### src/hdl/pses_pkg.sv
// package for the prefix expression stack evaluator
// opcodes, status codes, word-size constants, a saturating conversion and shared structs; no dependencies
package pses_pkg;

  localparam int WordW = 32;
  localparam int NumVars = 6;

  typedef enum logic [2:0] {
    OP_LIT = 3'd0,
    OP_VAR = 3'd1,
    OP_ADD = 3'd2,
    OP_SUB = 3'd3,
    OP_MUL = 3'd4,
    OP_DIV = 3'd5,
    OP_END = 3'd6,
    OP_NOP = 3'd7
  } opcode_t;

  typedef enum logic [2:0] {
    ST_OK       = 3'd0,
    ST_MISSING  = 3'd1,
    ST_DIVZERO  = 3'd2,
    ST_UNDEF    = 3'd3,
    ST_LEFTOVER = 3'd4,
    ST_OVERFLOW = 3'd5
  } status_t;

  localparam logic [2:0] REG_MASK = 3'd6;

  // classified token handed from front to back
  typedef struct packed {
    opcode_t            op;
    logic [WordW-1:0]   value;
    logic               undef;
  } token_t;

  typedef enum logic [2:0] {
    BK_IDLE, BK_READ, BK_OPER, BK_MUL, BK_DIV, BK_WRITE, BK_RESULT
  } back_state_t;

  function automatic logic [WordW-1:0] sat_word(input logic signed [65:0] v);
    logic signed [65:0] hi;
    logic signed [65:0] lo;
    hi = 66'sd2147483647;
    lo = -66'sd2147483648;
    if (v > hi) sat_word = 32'h7fffffff;
    else if (v < lo) sat_word = 32'h80000000;
    else sat_word = v[WordW-1:0];
  endfunction

endpackage

### src/hdl/pses_in_types.sv
// payload structs for the token and result channels
// depends on nothing
package pses_io_pkg;
  typedef struct packed {
    logic [2:0]         opcode;
    logic signed [31:0] literal_value;
    logic [2:0]         slot_index;
  } token_in_t;

  typedef struct packed {
    logic signed [31:0] result_value;
    logic [2:0]         status;
  } result_out_t;
endpackage

### src/hdl/pses_if.sv
// valid/ready channel interface carrying one payload struct
// depends on nothing but the payload type given as a parameter
interface pses_if #(parameter type payload_t = logic) ();
  logic     valid;
  logic     ready;
  payload_t payload;
  modport source (output valid, output payload, input ready);
  modport sink (input valid, input payload, output ready);
endinterface

### src/hdl/pses_front.sv
// front end: accepts tokens, resolves variables, pushes into a two-entry queue
// depends on pses_pkg and pses_io_pkg
module pses_front
  import pses_pkg::*;
  import pses_io_pkg::*;
(
  input  logic               clk,
  input  logic               rst,
  input  logic               cfg_we,
  input  logic [2:0]         cfg_index,
  input  logic [WordW-1:0]   cfg_data,
  input  logic               in_valid,
  output logic               in_ready,
  input  token_in_t          in_tok,
  output logic               q_valid,
  input  logic               q_pop,
  output token_t             q_head
);
  logic [WordW-1:0] vars [NumVars];
  logic [NumVars-1:0] defined;
  token_t q [2];
  logic [1:0] q_cnt;
  logic rd_ptr, wr_ptr;
  token_t tok;
  logic push;

  always_ff @(posedge clk) begin
    if (rst) begin
      for (int i = 0; i < NumVars; i++) vars[i] <= '0;
      defined <= '0;
    end else if (cfg_we) begin
      if (cfg_index == REG_MASK) defined <= cfg_data[NumVars-1:0];
      else if (cfg_index < 3'(NumVars)) vars[cfg_index] <= cfg_data;
    end
  end

  always_comb begin
    tok.op = opcode_t'(in_tok.opcode);
    tok.value = in_tok.literal_value;
    tok.undef = 1'b0;
    if (tok.op == OP_VAR) begin
      if (in_tok.slot_index < 3'(NumVars) && defined[in_tok.slot_index]) begin
        tok.value = vars[in_tok.slot_index];
      end else begin
        tok.undef = 1'b1;
        tok.value = '0;
      end
    end
  end

  assign in_ready = (q_cnt != 2'd2);
  // unused opcode never reaches the back end
  assign push = in_valid && in_ready && (tok.op != OP_NOP);
  assign q_valid = (q_cnt != 2'd0);
  assign q_head = q[rd_ptr];

  always_ff @(posedge clk) begin
    if (push) q[wr_ptr] <= tok;
  end

  always_ff @(posedge clk) begin
    if (rst) begin
      q_cnt <= '0;
      rd_ptr <= 1'b0;
      wr_ptr <= 1'b0;
    end else begin
      if (push) wr_ptr <= ~wr_ptr;
      if (q_pop) rd_ptr <= ~rd_ptr;
      q_cnt <= q_cnt + 2'(push) - 2'(q_pop);
    end
  end
endmodule

### src/hdl/pses_back.sv
// back end: value stack memory, sticky error, arithmetic with iterative divider
// depends on pses_pkg and pses_io_pkg
module pses_back
  import pses_pkg::*;
  import pses_io_pkg::*;
#(
  parameter int StackDepth = 32,
  parameter int FracBits = 16
) (
  input  logic        clk,
  input  logic        rst,
  input  logic        q_valid,
  output logic        q_pop,
  input  token_t      q_head,
  output logic        out_valid,
  input  logic        out_ready,
  output result_out_t out_res
);
  localparam int CntW = $clog2(StackDepth + 1);
  localparam int AddrW = $clog2(StackDepth);
  localparam int DivBits = WordW + FracBits;
  localparam int DivCntW = $clog2(DivBits + 1);

  logic [WordW-1:0] mem [StackDepth];
  logic [WordW-1:0] rd_data;
  logic [AddrW-1:0] rd_addr;
  logic [CntW-1:0] count, count_next;
  status_t sticky, sticky_next;
  back_state_t state, state_next;
  token_t cur;
  logic [WordW-1:0] first;
  logic [WordW-1:0] result;

  // multiply
  logic signed [63:0] prod;
  // divider on magnitudes
  logic [DivBits-1:0] dquo;
  logic [WordW:0] drem;
  logic [WordW-1:0] dden;
  logic dneg;
  logic [DivCntW-1:0] dcnt;
  logic [WordW:0] trial;

  logic wr_en;
  logic [AddrW-1:0] wr_addr;
  logic [WordW-1:0] wr_data;

  always_ff @(posedge clk) begin
    if (wr_en) mem[wr_addr] <= wr_data;
    rd_data <= mem[rd_addr];
  end

  // only an end beat has to wait for the output register to empty
  assign q_pop = (state == BK_IDLE) && q_valid && !(out_valid && q_head.op == OP_END);
  assign trial = {drem[WordW-1:0], dquo[DivBits-1]} - {1'b0, dden};

  always_comb begin
    state_next = state;
    count_next = count;
    sticky_next = sticky;
    wr_en = 1'b0;
    wr_addr = count[AddrW-1:0];
    wr_data = cur.value;
    rd_addr = AddrW'(count - CntW'(1));
    unique case (state)
      BK_IDLE: begin
        if (q_pop) begin
          if (q_head.op == OP_END) state_next = BK_RESULT;
          else if (sticky != ST_OK) state_next = BK_IDLE;
          else if (q_head.op == OP_LIT || q_head.op == OP_VAR) begin
            if (q_head.undef) sticky_next = ST_UNDEF;
            else if (count == CntW'(StackDepth)) sticky_next = ST_OVERFLOW;
            else begin
              wr_en = 1'b1;
              wr_data = q_head.value;
              count_next = count + CntW'(1);
            end
          end else if (count < CntW'(2)) sticky_next = ST_MISSING;
          else state_next = BK_READ;
        end
      end
      BK_READ: begin
        rd_addr = AddrW'(count - CntW'(2));
        state_next = BK_OPER;
      end
      BK_OPER: begin
        if (cur.op == OP_MUL) state_next = BK_MUL;
        else if (cur.op == OP_DIV) begin
          if (rd_data == '0) begin
            sticky_next = ST_DIVZERO;
            state_next = BK_IDLE;
          end else state_next = BK_DIV;
        end else state_next = BK_WRITE;
      end
      BK_MUL: state_next = BK_WRITE;
      BK_DIV: if (dcnt == DivCntW'(0)) state_next = BK_WRITE;
      BK_WRITE: begin
        wr_en = 1'b1;
        wr_addr = AddrW'(count - CntW'(2));
        wr_data = result;
        count_next = count - CntW'(1);
        state_next = BK_IDLE;
      end
      BK_RESULT: begin
        rd_addr = '0;
        count_next = '0;
        sticky_next = ST_OK;
        state_next = BK_IDLE;
      end
      default: state_next = BK_IDLE;
    endcase
  end

  always_ff @(posedge clk) begin
    if (rst) begin
      state <= BK_IDLE;
      count <= '0;
      sticky <= ST_OK;
      out_valid <= 1'b0;
    end else begin
      state <= state_next;
      count <= count_next;
      sticky <= sticky_next;
      if (out_valid && out_ready) out_valid <= 1'b0;
      if (state == BK_RESULT) out_valid <= 1'b1;
    end
  end

  always_ff @(posedge clk) begin
    if (q_pop) cur <= q_head;
    if (state == BK_READ) first <= rd_data;
    if (state == BK_RESULT) begin
      if (sticky != ST_OK) begin
        out_res.status <= sticky;
        out_res.result_value <= '0;
      end else if (count == CntW'(1)) begin
        out_res.status <= ST_OK;
        out_res.result_value <= rd_data;
      end else begin
        out_res.status <= ST_LEFTOVER;
        out_res.result_value <= '0;
      end
    end
    unique case (state)
      BK_OPER: begin
        // first is ready now, second is rd_data
        case (cur.op)
          OP_ADD: result <= sat_word(66'($signed(first)) + 66'($signed(rd_data)));
          OP_SUB: result <= sat_word(66'($signed(first)) - 66'($signed(rd_data)));
          default: result <= '0;
        endcase
        prod <= $signed(first) * $signed(rd_data);
        dneg <= first[WordW-1] ^ rd_data[WordW-1];
        dquo <= DivBits'(first[WordW-1] ? -{1'b0, first} : {1'b0, first}) << FracBits;
        dden <= rd_data[WordW-1] ? WordW'(-rd_data) : rd_data;
        drem <= '0;
        dcnt <= DivCntW'(DivBits);
      end
      BK_MUL: begin
        // round to nearest, ties up, then floor shift
        result <= sat_word(66'((prod + (FracBits > 0 ? 64'sd1 <<< (FracBits > 0 ?
                  FracBits - 1 : 0) : 64'sd0)) >>> FracBits));
      end
      BK_DIV: begin
        if (dcnt != DivCntW'(0)) begin
          if (!trial[WordW]) begin
            drem <= {1'b0, trial[WordW-1:0]};
            dquo <= {dquo[DivBits-2:0], 1'b1};
          end else begin
            drem <= {drem[WordW-1:0], dquo[DivBits-1]};
            dquo <= {dquo[DivBits-2:0], 1'b0};
          end
          dcnt <= dcnt - DivCntW'(1);
        end else begin
          result <= sat_word(dneg ? -66'($signed({1'b0, dquo})) : 66'($signed({1'b0, dquo})));
        end
      end
      default: ;
    endcase
  end
endmodule

### src/hdl/prefix_expression_stack_evaluator.sv
// prefix expression stack evaluator: tokens in reverse prefix order, one result per end
// channels: tokens in (opcode, literal_value, slot_index), results out (result_value,
// status); config port: cfg_we, cfg_index, cfg_data for variable slots and defined mask
// a token taken by the front is registered in the queue before the back end sees it
// a literal or variable is handled in the idle state; an unused token is dropped at the
// front; add and subtract read both operands, compute and write back; multiply adds a
// rounding state; divide makes one quotient bit a cycle over 48 bits, then applies sign
// and saturation; end leaves the result in an output register
// a two-entry token queue parts front and back so tokens are taken while work goes on
// the output register holds the result until taken; a further end waits for it
// synchronous reset clears stack count, sticky error, queue and variable registers
// stack entries hold no reset value and are only read below the count
// after the first error every token but end is ignored; end clears the stack
module prefix_expression_stack_evaluator
  import pses_pkg::*;
  import pses_io_pkg::*;
#(
  parameter int STACK_DEPTH = 32,
  parameter int FRAC_BITS = 16
) (
  input  logic              clk,
  input  logic              rst,
  input  logic              cfg_we,
  input  logic [2:0]        cfg_index,
  input  logic [WordW-1:0]  cfg_data,
  pses_if.sink              tokens,
  pses_if.source            results
);
  logic q_valid, q_pop;
  token_t q_head;

  pses_front u_front (
    .clk, .rst, .cfg_we, .cfg_index, .cfg_data,
    .in_valid (tokens.valid),
    .in_ready (tokens.ready),
    .in_tok   (tokens.payload),
    .q_valid, .q_pop, .q_head
  );

  pses_back #(.StackDepth(STACK_DEPTH), .FracBits(FRAC_BITS)) u_back (
    .clk, .rst, .q_valid, .q_pop, .q_head,
    .out_valid (results.valid),
    .out_ready (results.ready),
    .out_res   (results.payload)
  );
endmodule

### src/flat_wrapper.sv
// flat-port wrapper written by rule: the top's interface ports become plain ports
module prefix_expression_stack_evaluator_flat import pses_pkg::*; import pses_io_pkg::*;
#(
  parameter int STACK_DEPTH = 32,
  parameter int FRAC_BITS = 16
)
  (clk, rst, cfg_we, cfg_index, cfg_data, tokens_valid, tokens_payload, tokens_ready, results_valid, results_payload, results_ready);
  pses_if tokens_i ();
  pses_if results_i ();
  input  logic clk;
  input  logic rst;
  input  logic cfg_we;
  input  logic [2:0] cfg_index;
  input  logic [WordW-1:0] cfg_data;
  input wire logic [$bits(tokens_i.valid)-1:0] tokens_valid;
  input wire logic [$bits(tokens_i.payload)-1:0] tokens_payload;
  output wire logic [$bits(tokens_i.ready)-1:0] tokens_ready;
  output wire logic [$bits(results_i.valid)-1:0] results_valid;
  output wire logic [$bits(results_i.payload)-1:0] results_payload;
  input wire logic [$bits(results_i.ready)-1:0] results_ready;
  assign tokens_i.valid = tokens_valid;
  assign tokens_i.payload = tokens_payload;
  assign tokens_ready = tokens_i.ready;
  assign results_valid = results_i.valid;
  assign results_payload = results_i.payload;
  assign results_i.ready = results_ready;
  prefix_expression_stack_evaluator #(.STACK_DEPTH(STACK_DEPTH), .FRAC_BITS(FRAC_BITS)) u_core (.clk(clk), .rst(rst), .cfg_we(cfg_we), .cfg_index(cfg_index), .cfg_data(cfg_data), .tokens(tokens_i), .results(results_i));
endmodule
### config.mk
export PLATFORM = sky130hd
export DESIGN_NAME = prefix_expression_stack_evaluator_flat
export DESIGN_NICKNAME = d
export VERILOG_FILES = /design/src/hdl/pses_pkg.sv /design/src/hdl/pses_in_types.sv /design/src/hdl/pses_if.sv /design/src/hdl/pses_front.sv /design/src/hdl/pses_back.sv /design/src/hdl/prefix_expression_stack_evaluator.sv /design/src/flat_wrapper.sv
export SDC_FILE = /design/constraint.sdc
export NUM_CORES = 1
export LEC_CHECK = 0
export ABC_AREA = 0
export BUFFER_PORTS_ARGS = -buffer_cell sky130_fd_sc_hd__buf_4
export CAP_MARGIN = 5
export CORE_MARGIN = 3
export CORE_UTILIZATION = 45
export CTS_CLUSTER_DIAMETER = 80
export DETAILED_ROUTE_END_ITERATION = 16
export GPL_TIMING_DRIVEN = 1
export PLACE_DENSITY_LB_ADDON = 0.25
export SLEW_MARGIN = 40
export SYNTH_ARGS = -nofsm -noshare
export SYNTH_HDL_FRONTEND = slang
export SYNTH_SLANG_ARGS = --single-unit
export TNS_END_PERCENT = 100
### constraint.sdc
create_clock -name clk -period 2.4 [get_ports clk]
set_clock_uncertainty 0.05 [all_clocks]
set_input_delay 0.72 -clock clk [delete_from_list [all_inputs] [get_ports clk]]
set_output_delay 0.72 -clock clk [all_outputs]
set_load 0.02 [all_outputs]
==> results.yml, run 1 <==
outcome:
  status: "completed"
clocking:
  cts_buffer_depth: 2
  clk_pin_slew_ns: 0.13
  cts_made_buffers: 3
  postCtsResizedCells: 0
  htreeDepth: 1
  post-cts-setup-buffer-count: 0
  cts_tree: "done"
  clock-root-buffer: "clkbuf_4"
  insertion_delay_ns: 0.31
  cts_sinks: 21
  hold_buffers: 0
worst_setup_path:
  crit_path_cell_trace: "nand3b_1 -> inv_1 -> nor2_1 -> nand4_1 -> a211o_1 -> a21oi_1"
  critPathMaxFanout: 13
  end_kind: "flip-flop"
  arrival_ns: 2.13
  required_ns: 2.60
  startpoint_type: "flip-flop"
  worstSetupPathType: "flip-flop to flip-flop"
  slowest_stage: "dfxtp_1"
  cpPeakStageDelay_ns: 0.61
sta:
  finalWorstSetupSlack_ns: 0.477
  holdWs_ns: 0.436
  tightest_slew_ns: 0.597
  drv_slew: 0
  final_hold_viol_count: 0
  grt_setup_unrepaired: "false"
  period_share_pct: 80.1
  fin_setup_tns_ns: 0
  slew_headroom_pct: 60.2
  fmax_mhz: 520
  final.min_clock_period_ns: 1.92
  setup_violations: 0
final_layout:
  fillerInstances: 245
  final-seq-area_um2: 490
  final_cells: 169
  fin_nets: 188
  areaGrowthSynthToFinish_pct: 6.09
  multi_input_area_um2: 656
  drive_gt1_share_pct: 11.5
  final_area_um2: 1280
  antenna_cells: 0
die:
  fp.dieH_um: 57.9
  die_w_um: 57.9
  ios: 44
  die_area_um2: 3350
  rows: 18
  design.core.area_um2: 2520
  start_util_pct: 48.0
global_route:
  antenna_found_initial: 0
  grt_pass1_vias: 906
  gr-total-overflow: 0
  grt_pass1_wl_um: 3840
  grtUsageTotal_pct: 14.4
  grt_max_degree: 15
placement:
  gp_congestion: 0.851
  pre_cts_slack_ns: 0.502
  dp.cells: 165
  io_buffers: 6
  dp.final_hpwl_um: 1580
  post_dp_cell_area_um2: 1260
yosys:
  syn_area_um2: 1210
  synth_edf_count: 7
  synth_area_per_cell_um2: 9.04
  netlist.area_leader.share_pct: 23.1
  synthCells: 134
  ys_top_cells_by_area: "dfxtp_1, edfxtp_1, ha_1, nor2_1, nand2_1"
  ys_seq_area_share_pct: 40.5
  syn-num-nets: 182
  synth.distinct_cells: 37
  ys_ff_latch: 21
  synth_ff_type: "dfxtp_1"
  async_flop_share_pct: 0
  yosysTopAreaCell: "dfxtp_1"
  synth_warnings: 0
  yosys-top-cells-count: "dfxtp_1, nor2_1, nand2_1"
run:
  max_cap_viol_count: 0
pwr:
  swShare_pct: 33.8
  vdd_drop_max_mv: 0.351
  p_comb_share_pct: 32.8
  powerDensity_nw_per_um2: 694
  p_seq_share_pct: 47.7
  power_leakage_nw: 0.492
  switchingPower_mw: 0.301
  clkPwrFrac_pct: 19.5
  cell_internal_pwr_mw: 0.590
drt:
  drc: 0
  totalWireLength_um: 2210
  ant_nets: 0
  wire_per_inst_um: 13.1
  vias: 965
  drt_first_iter_violations: 35
  drtPass1Iterations: 4
  routed_via_density: 5.71
hold_path:
  hold_path.class: "flip-flop to flip-flop"
## placed cells by master, fill, tap and decap left out, types with 4 or more instances in the layout
cell      synthesis  layout
a211oi_1          4       4
a21oi_1           7       7
and3_1            4       4
buf_4             0       6
dfxtp_1          14      14
edfxtp_1          7       7
ha_1              7       7
inv_1             8       8
nand2_1          11      11
nand2b_1          4       4
nand4_1           4       4
nor2_1           14      14
nor3_1            4       4
o21ai_0           5       5
## final cells by class
type | count | area share (%)
sequential | 21 | 38.2
timing repair buffer | 6 | 3.51
inverter | 8 | 2.34
clock buffer | 4 | 2.04
multi-input combinational | 100 | 51.0
tap | 30 | 2.92
## through the flow
step	utilization (%)	power, mW
final	50.9	0.891
after global routing	50.9	0.966
after CTS	50.9	0.901
after detailed placement	49.9	0.725
after global placement	49.9	0.713
after floorplan	-	0.681
## routing by layer
layer  wire, um  vias up  GRT usage, %  share of wire [%]
met5          0        -             0                  0
li1           -      487             -                  -
met4         15        0          6.95               0.68
met1       1140      459          19.1                 52
met3         66        2          2.67                3.0
met2        988       17          22.7                 45
## critical path: cells and delay by family, from the launching register on
family	cells	cell delay [ns]
AOI/OAI and AO/OA	2	0.43
and+or+nand+nor	3	0.66
buffers and inverters	1	0.13
DFF	1	0.61
## cells by family (layout without fill, tap and decap cells)
kind of cell               Yosys count  after routing  synth area share, %
AOI/OAI and AO/OA                   29             29                 15.9
muxes                                1              1                0.826
DFF                                 21             21                 40.5
xor gates and xnor gates             5              5                 3.62
adders and majority gates            7              7                 7.23
buffers and inverters               13             18                 5.37
and+or+nand+nor                     58             58                 26.5
## state kept, by name (all words and copies together) (netlist names)
signal	flops
u_core.u_back.count	6
u_core.u_back.dcnt	6
u_core.u_back.out_res	1
u_core.u_back.out_valid	1
u_core.u_back.state	3
u_core.u_back.sticky	2
u_core.u_front.q_cnt	2
## path summary, 6_finish.rpt
path	endpoint	startpoint	cells after the start	slack [ns]
setup / recovery	u_core.u_back.count[4]$_SDFFE_PP0P_	u_core.u_back.state[0]$_SDFFE_PP0P_	6	0.48
hold / removal	u_core.u_back.out_valid$_SDFFE_PP0P_	u_core.u_back.out_valid$_SDFFE_PP0P_	2	0.44
setup reg to reg	u_core.u_back.count[4]$_SDFFE_PP0P_	u_core.u_back.state[0]$_SDFFE_PP0P_	6	0.48
hold reg to reg	u_core.u_back.out_valid$_SDFFE_PP0P_	u_core.u_back.out_valid$_SDFFE_PP0P_	2	0.44
## power groups by stage
| stage | Sequential, mW | Combinational, mW | Clock [mW] |
|---|---|---|---|
| after floorplan | 0.425 | 0.257 | 0 |
| after global placement | 0.430 | 0.283 | 0 |
| after detailed placement | 0.434 | 0.291 | 0 |
| after CTS | 0.425 | 0.295 | 0.181 |
| after global routing | 0.430 | 0.342 | 0.195 |
| final | 0.425 | 0.292 | 0.174 |
Power figures use the tool's default switching activity.
==> run 2, diff against run 1 <==
==> constraint.sdc (replaced) <==
create_clock -name clk -period 1.9 [get_ports clk]
set_clock_uncertainty 0.05 [all_clocks]
set_input_delay 0.57 -clock clk [delete_from_list [all_inputs] [get_ports clk]]
set_output_delay 0.57 -clock clk [all_outputs]
set_load 0.02 [all_outputs]
==> run 2 against run 1 <==
Effect of this change: critical path depth is the same; worst setup slack lost 0.33 ns; maximum frequency grew 10%; core utilization grew 2.8 points; sequential share of layout area is 1.8 points lower; critical path type unchanged; final cell count is 4.1% higher; die area is the same; flip-flop and latch count unchanged; first-iteration DRC count increased by 63%; power rose by 31%.
==> results.yml, run 2 (synthesized netlist as in run 1, its figures left out) <==
final_layout:
  drive_gt1_share_pct: 18.5
  final_cell_mix: "nor2_1, buf_4, dfxtp_1, nand2_1, inv_1"
  antenna_cells: 0
  areaGrowthSynthToFinish_pct: 11.9
  final_common_cell: "nor2_1"
  utilization_pct: 53.7
  top_regs: "u_core.u_back.count: 6 flops, u_core.u_back.dcnt: 6 flops, u_core.u_back.state: 3 flops"
  fin_nets: 195
  fillerInstances: 245
global_route:
  grt_pass1_vias: 958
  gr-total-overflow: 0
  grtUsageTotal_pct: 15.8
  busiest_layer: "met2"
  antenna_found_initial: 0
  grt_max_degree: 15
  grt_pass1_wl_um: 4060
  use_met3_pct: 2.67
  use_met2_pct: 26.0
  grt_use_met1_pct: 20.0
drt:
  drt_first_iter_violations: 57
  ant_nets: 0
  drc: 0
  wire_per_inst_um: 13.6
  vias: 1002
  drtPass1Iterations: 4
  routed_via_density: 5.69
  totalWireLength_um: 2390
sta:
  slew_headroom_pct: 75.2
  tightest_slew_ns: 0.369
  final_hold_viol_count: 0
  drv_slew: 0
  grt_setup_unrepaired: "false"
  holdWs_ns: 0.435
  fin_setup_tns_ns: 0
  finalWorstSetupSlack_ns: 0.152
  final.min_clock_period_ns: 1.75
  setup_violations: 0
  fmax_mhz: 572
  period_share_pct: 92.0
placement:
  io_buffers: 6
  pre_cts_slack_ns: 0.106
  gp_congestion: 0.802
  dp.final_hpwl_um: 1770
die:
  rows: 18
  start_util_pct: 48.0
  fp.dieH_um: 57.9
  ios: 44
  die_w_um: 57.9
  die_area_um2: 3350
  design.core.area_um2: 2520
worst_setup_path:
  startpoint_type: "flip-flop"
  slowest_stage: "dfxtp_1"
  crit_path_cell_trace: "inv_1 -> ha_1 -> a31oi_2 -> a21oi_4 -> or3_1 -> a21oi_1"
  reg2reg_slack_ns: 0.15
  critPathMaxFanout: 11
  arrival_ns: 1.96
  end_kind: "flip-flop"
  worstSetupPathType: "flip-flop to flip-flop"
  cpPeakStageDelay_ns: 0.40
  required_ns: 2.11
clocking:
  clock-root-buffer: "clkbuf_4"
  cts_buffer_depth: 2
  post-cts-setup-buffer-count: 0
  cts_sinks: 21
  clk_pin_slew_ns: 0.13
  insertion_delay_ns: 0.32
  htreeDepth: 1
  cts_made_buffers: 3
  cts_tree: "done"
outcome:
  status: "completed"
pwr:
  powerDensity_nw_per_um2: 859
  power_leakage_nw: 0.534
  vdd_drop_max_mv: 0.476
run:
  max_cap_viol_count: 0
hold_path:
  hold_path.class: "flip-flop to flip-flop"
[run 2: area by class of cell]
type / instances / area (um^2) / share of cell area [%]
clock buffers: 3 / 22.5 / 1.66
clock inverters: 1 / 5.00 / 0.369
inverters: 8 / 30.0 / 2.22
multi-input cells: 100 / 669 / 49.4
flip-flops and latches: 21 / 493 / 36.4
well taps: 30 / 37.5 / 2.77
repair buffers: 13 / 97.6 / 7.20
[run 2: metal layers]
layer | share of wire [%] | vias up | routed length [um]
met3 | 4.7 | 7 | 112
li1 | - | 504 | -
met2 | 46 | 30 | 1100
met1 | 47 | 461 | 1120
met5 | 0 | - | 0
met4 | 2.1 | 0 | 49
[run 2: final timing paths]
| path | cells past startpoint | from | endpoint |
|---|---|---|---|
| setup / recovery | 6 | u_core.u_back.count[1]$_SDFFE_PP0P_ | u_core.u_back.count[3]$_SDFFE_PP0P_ |
| hold / removal | 2 | u_core.u_back.out_valid$_SDFFE_PP0P_ | u_core.u_back.out_valid$_SDFFE_PP0P_ |
| setup reg to reg | 6 | u_core.u_back.count[1]$_SDFFE_PP0P_ | u_core.u_back.count[3]$_SDFFE_PP0P_ |
| hold reg to reg | 2 | u_core.u_back.out_valid$_SDFFE_PP0P_ | u_core.u_back.out_valid$_SDFFE_PP0P_ |
[run 2: what timing repair did]
action / CTS / global route
hold buffers: 0 / 0
gates resized for setup: 0 / 4
setup endpoints to repair: 0 / 3
[run 2: through the flow]
stage | power (mW) | instances | area (um^2)
floorplan | 0.860 | 134 | 1210
global placement | 0.911 | 172 | 1310
detailed placement | 0.932 | 172 | 1310
finish | 1.16 | 176 | 1360
CTS | 1.15 | 176 | 1340
global route | 1.25 | 176 | 1360
[run 2: critical path: cells and delay by family (launching register included)]
kind / cells / cell delay (ns)
buffers and inverters: 1 / 0.12
DFF: 1 / 0.40
and+or+nand+nor: 1 / 0.37
AOI/OAI and AO/OA: 3 / 0.53
adders and majority gates: 1 / 0.22
[run 2: where the power goes]
part | total [mW] | switching [mW] | internal, mW
clock network | 0.225 | 0.147 | 0.0787
registers | 0.537 | 0.0374 | 0.500
logic | 0.401 | 0.225 | 0.176
==> run 3, diff against run 2 <==
--- a/config.mk
+++ b/config.mk
@@ -12,7 +12,7 @@
 export CORE_UTILIZATION = 45
 export CTS_CLUSTER_DIAMETER = 80
 export DETAILED_ROUTE_END_ITERATION = 16
-export GPL_TIMING_DRIVEN = 1
+export GPL_TIMING_DRIVEN = 0
 export PLACE_DENSITY_LB_ADDON = 0.25
 export SLEW_MARGIN = 40
 export SYNTH_ARGS = -nofsm -noshare
==> constraint.sdc (replaced) <==
create_clock -name clk -period 1.85 [get_ports clk]
set_clock_uncertainty 0.05 [all_clocks]
set_input_delay 0.555 -clock clk [delete_from_list [all_inputs] [get_ports clk]]
set_output_delay 0.555 -clock clk [all_outputs]
set_load 0.02 [all_outputs]
==> run 3 against run 2 <==
Effect of this change: global-route usage grew 0.13 points; design area grew 1.6%; sequential share of layout area is essentially flat; combinational power grew 14%; first-iteration DRC count shrank 63%; final cell count is the same.
==> results.yml, run 3 (synthesized netlist as in run 1, its figures left out) <==
final_layout:
  final_cell_mix: "nor2_1, nand2_1, dfxtp_1, buf_4, inv_1"
  antenna_cells: 0
  final_cells: 176
  fin_nets: 195
  areaGrowthSynthToFinish_pct: 13.6
  final_common_cell: "nor2_1"
  fillerInstances: 238
  top_regs: "u_core.u_back.count: 6 flops, u_core.u_back.dcnt: 6 flops, u_core.u_back.state: 3 flops"
  drive_gt1_share_pct: 21.2
placement:
  gp_congestion: 0.871
  dp.final_hpwl_um: 1680
  dp.cells: 170
  io_buffers: 6
global_route:
  gr-total-overflow: 0
  grt_max_degree: 12
  grt_pass1_wl_um: 4120
  antenna_found_initial: 0
  grt_pass1_vias: 945
  grtUsageTotal_pct: 15.9
drt:
  routed_via_density: 5.63
  wire_per_inst_um: 13.0
  drtPass1Iterations: 4
  drt_first_iter_violations: 21
  totalWireLength_um: 2280
  drc: 0
  ant_nets: 0
  vias: 991
sta:
  fmax_mhz: 561
  setup_violations: 0
  final.min_clock_period_ns: 1.78
  tightest_slew_ns: 0.584
  grt_setup_unrepaired: "true"
  fin_setup_tns_ns: 0
  slew_headroom_pct: 61.1
  final_hold_viol_count: 0
  drv_slew: 0
  period_share_pct: 96.4
  holdWs_ns: 0.380
clocking:
  clock-root-buffer: "clkbuf_4"
  clk_pin_slew_ns: 0.11
  cts_made_buffers: 3
  insertion_delay_ns: 0.31
  htreeDepth: 1
  cts_sinks: 21
  cts_buffer_depth: 2
  cts_tree: "done"
worst_setup_path:
  worstSetupPathType: "flip-flop to flip-flop"
  required_ns: 2.05
  startpoint_type: "flip-flop"
  rr_startpoint: "u_core.u_back.state[2]$_SDFFE_PP0P_"
  crit_start: "u_core.u_back.state[2]$_SDFFE_PP0P_"
  arrival_ns: 1.98
  critPathMaxFanout: 10
  end_kind: "flip-flop"
run:
  max_cap_viol_count: 0
die:
  fp.dieH_um: 57.9
  ios: 44
  die_area_um2: 3350
  design.core.area_um2: 2520
  start_util_pct: 48.0
  rows: 18
  die_w_um: 57.9
hold_path:
  min_from: "rst"
  hold_path.class: "input pin to flip-flop"
pwr:
  p_seq_share_pct: 44.8
  clkPwrFrac_pct: 18.1
  powerDensity_nw_per_um2: 895
  cell_internal_pwr_mw: 0.809
  swShare_pct: 34.3
  power_leakage_nw: 0.527
  vdd_drop_max_mv: 0.571
  p_comb_share_pct: 37.1
  switchingPower_mw: 0.423
outcome:
  status: "completed"
==> run 3: critical path: stages (launching register included) <==
cell and delay (ns):
dfxtp_4 0.37, or2_4 0.24, buf_4 0.15, nor4_4 0.21
a21oi_2 0.11, buf_6 0.15, or3_1 0.32, a21oi_2 0.12
==> run 3: power by group through the flow <==
stage	Clock, mW	Combinational [mW]	Sequential (mW)
floorplan	0	0.333	0.551
global placement	0	0.405	0.556
detailed placement	0	0.417	0.558
CTS	0.230	0.441	0.546
global route	0.258	0.504	0.561
finish	0.223	0.457	0.552
==> run 3: metal layers <==
metal	global-route usage, %	vias to the layer above	wire [um]
met1	20.2	472	1120
met2	25.5	13	1020
met4	4.97	0	50
met5	0	-	0
li1	-	500	-
met3	5.35	6	94
==> run 3: cell type report <==
type | count | area, um^2 | share of cell area [%]
multi-input combinational | 100 | 688 | 50.0
timing repair buffer | 9 | 67.6 | 4.91
buffer | 4 | 26.3 | 1.91
clock buffer | 4 | 26.3 | 1.91
inverter | 8 | 30.0 | 2.18
sequential | 21 | 500 | 36.4
tap | 30 | 37.5 | 2.73
==> run 3: worst paths after layout <==
kind	to	slack, ns	cells past startpoint
max	u_core.u_back.count[0]$_SDFFE_PP0P_	0.07	7
min	u_core.u_front.q_cnt[0]$_SDFF_PP0_	0.38	2
max reg2reg	u_core.u_back.count[0]$_SDFFE_PP0P_	0.07	7
min reg2reg	u_core.u_back.out_valid$_SDFFE_PP0P_	0.44	2
==> run 3: stage by stage <==
stage                     utilization (%)  power (mW)  area, um^2  worst slack [ns]
final                                54.6        1.23        1380            0.0662
after global routing                 54.6        1.32        1380           -0.0236
after CTS                            53.2        1.22        1340            0.0207
after detailed placement             51.3       0.976        1290           -0.0648
after global placement               51.3       0.961        1290            0.0455
after floorplan                         -       0.884        1210             0.120
==> run 3: timing repair <==
| action | in CTS | in global routing |
|---|---|---|
| buffers inserted | 2 | 1 |
| gates resized for setup | 6 | 8 |
| pin swaps | 4 | 3 |
| setup endpoints to repair | 1 | 6 |
| hold buffers | 0 | 0 |
| gates cloned | 0 | 0 |
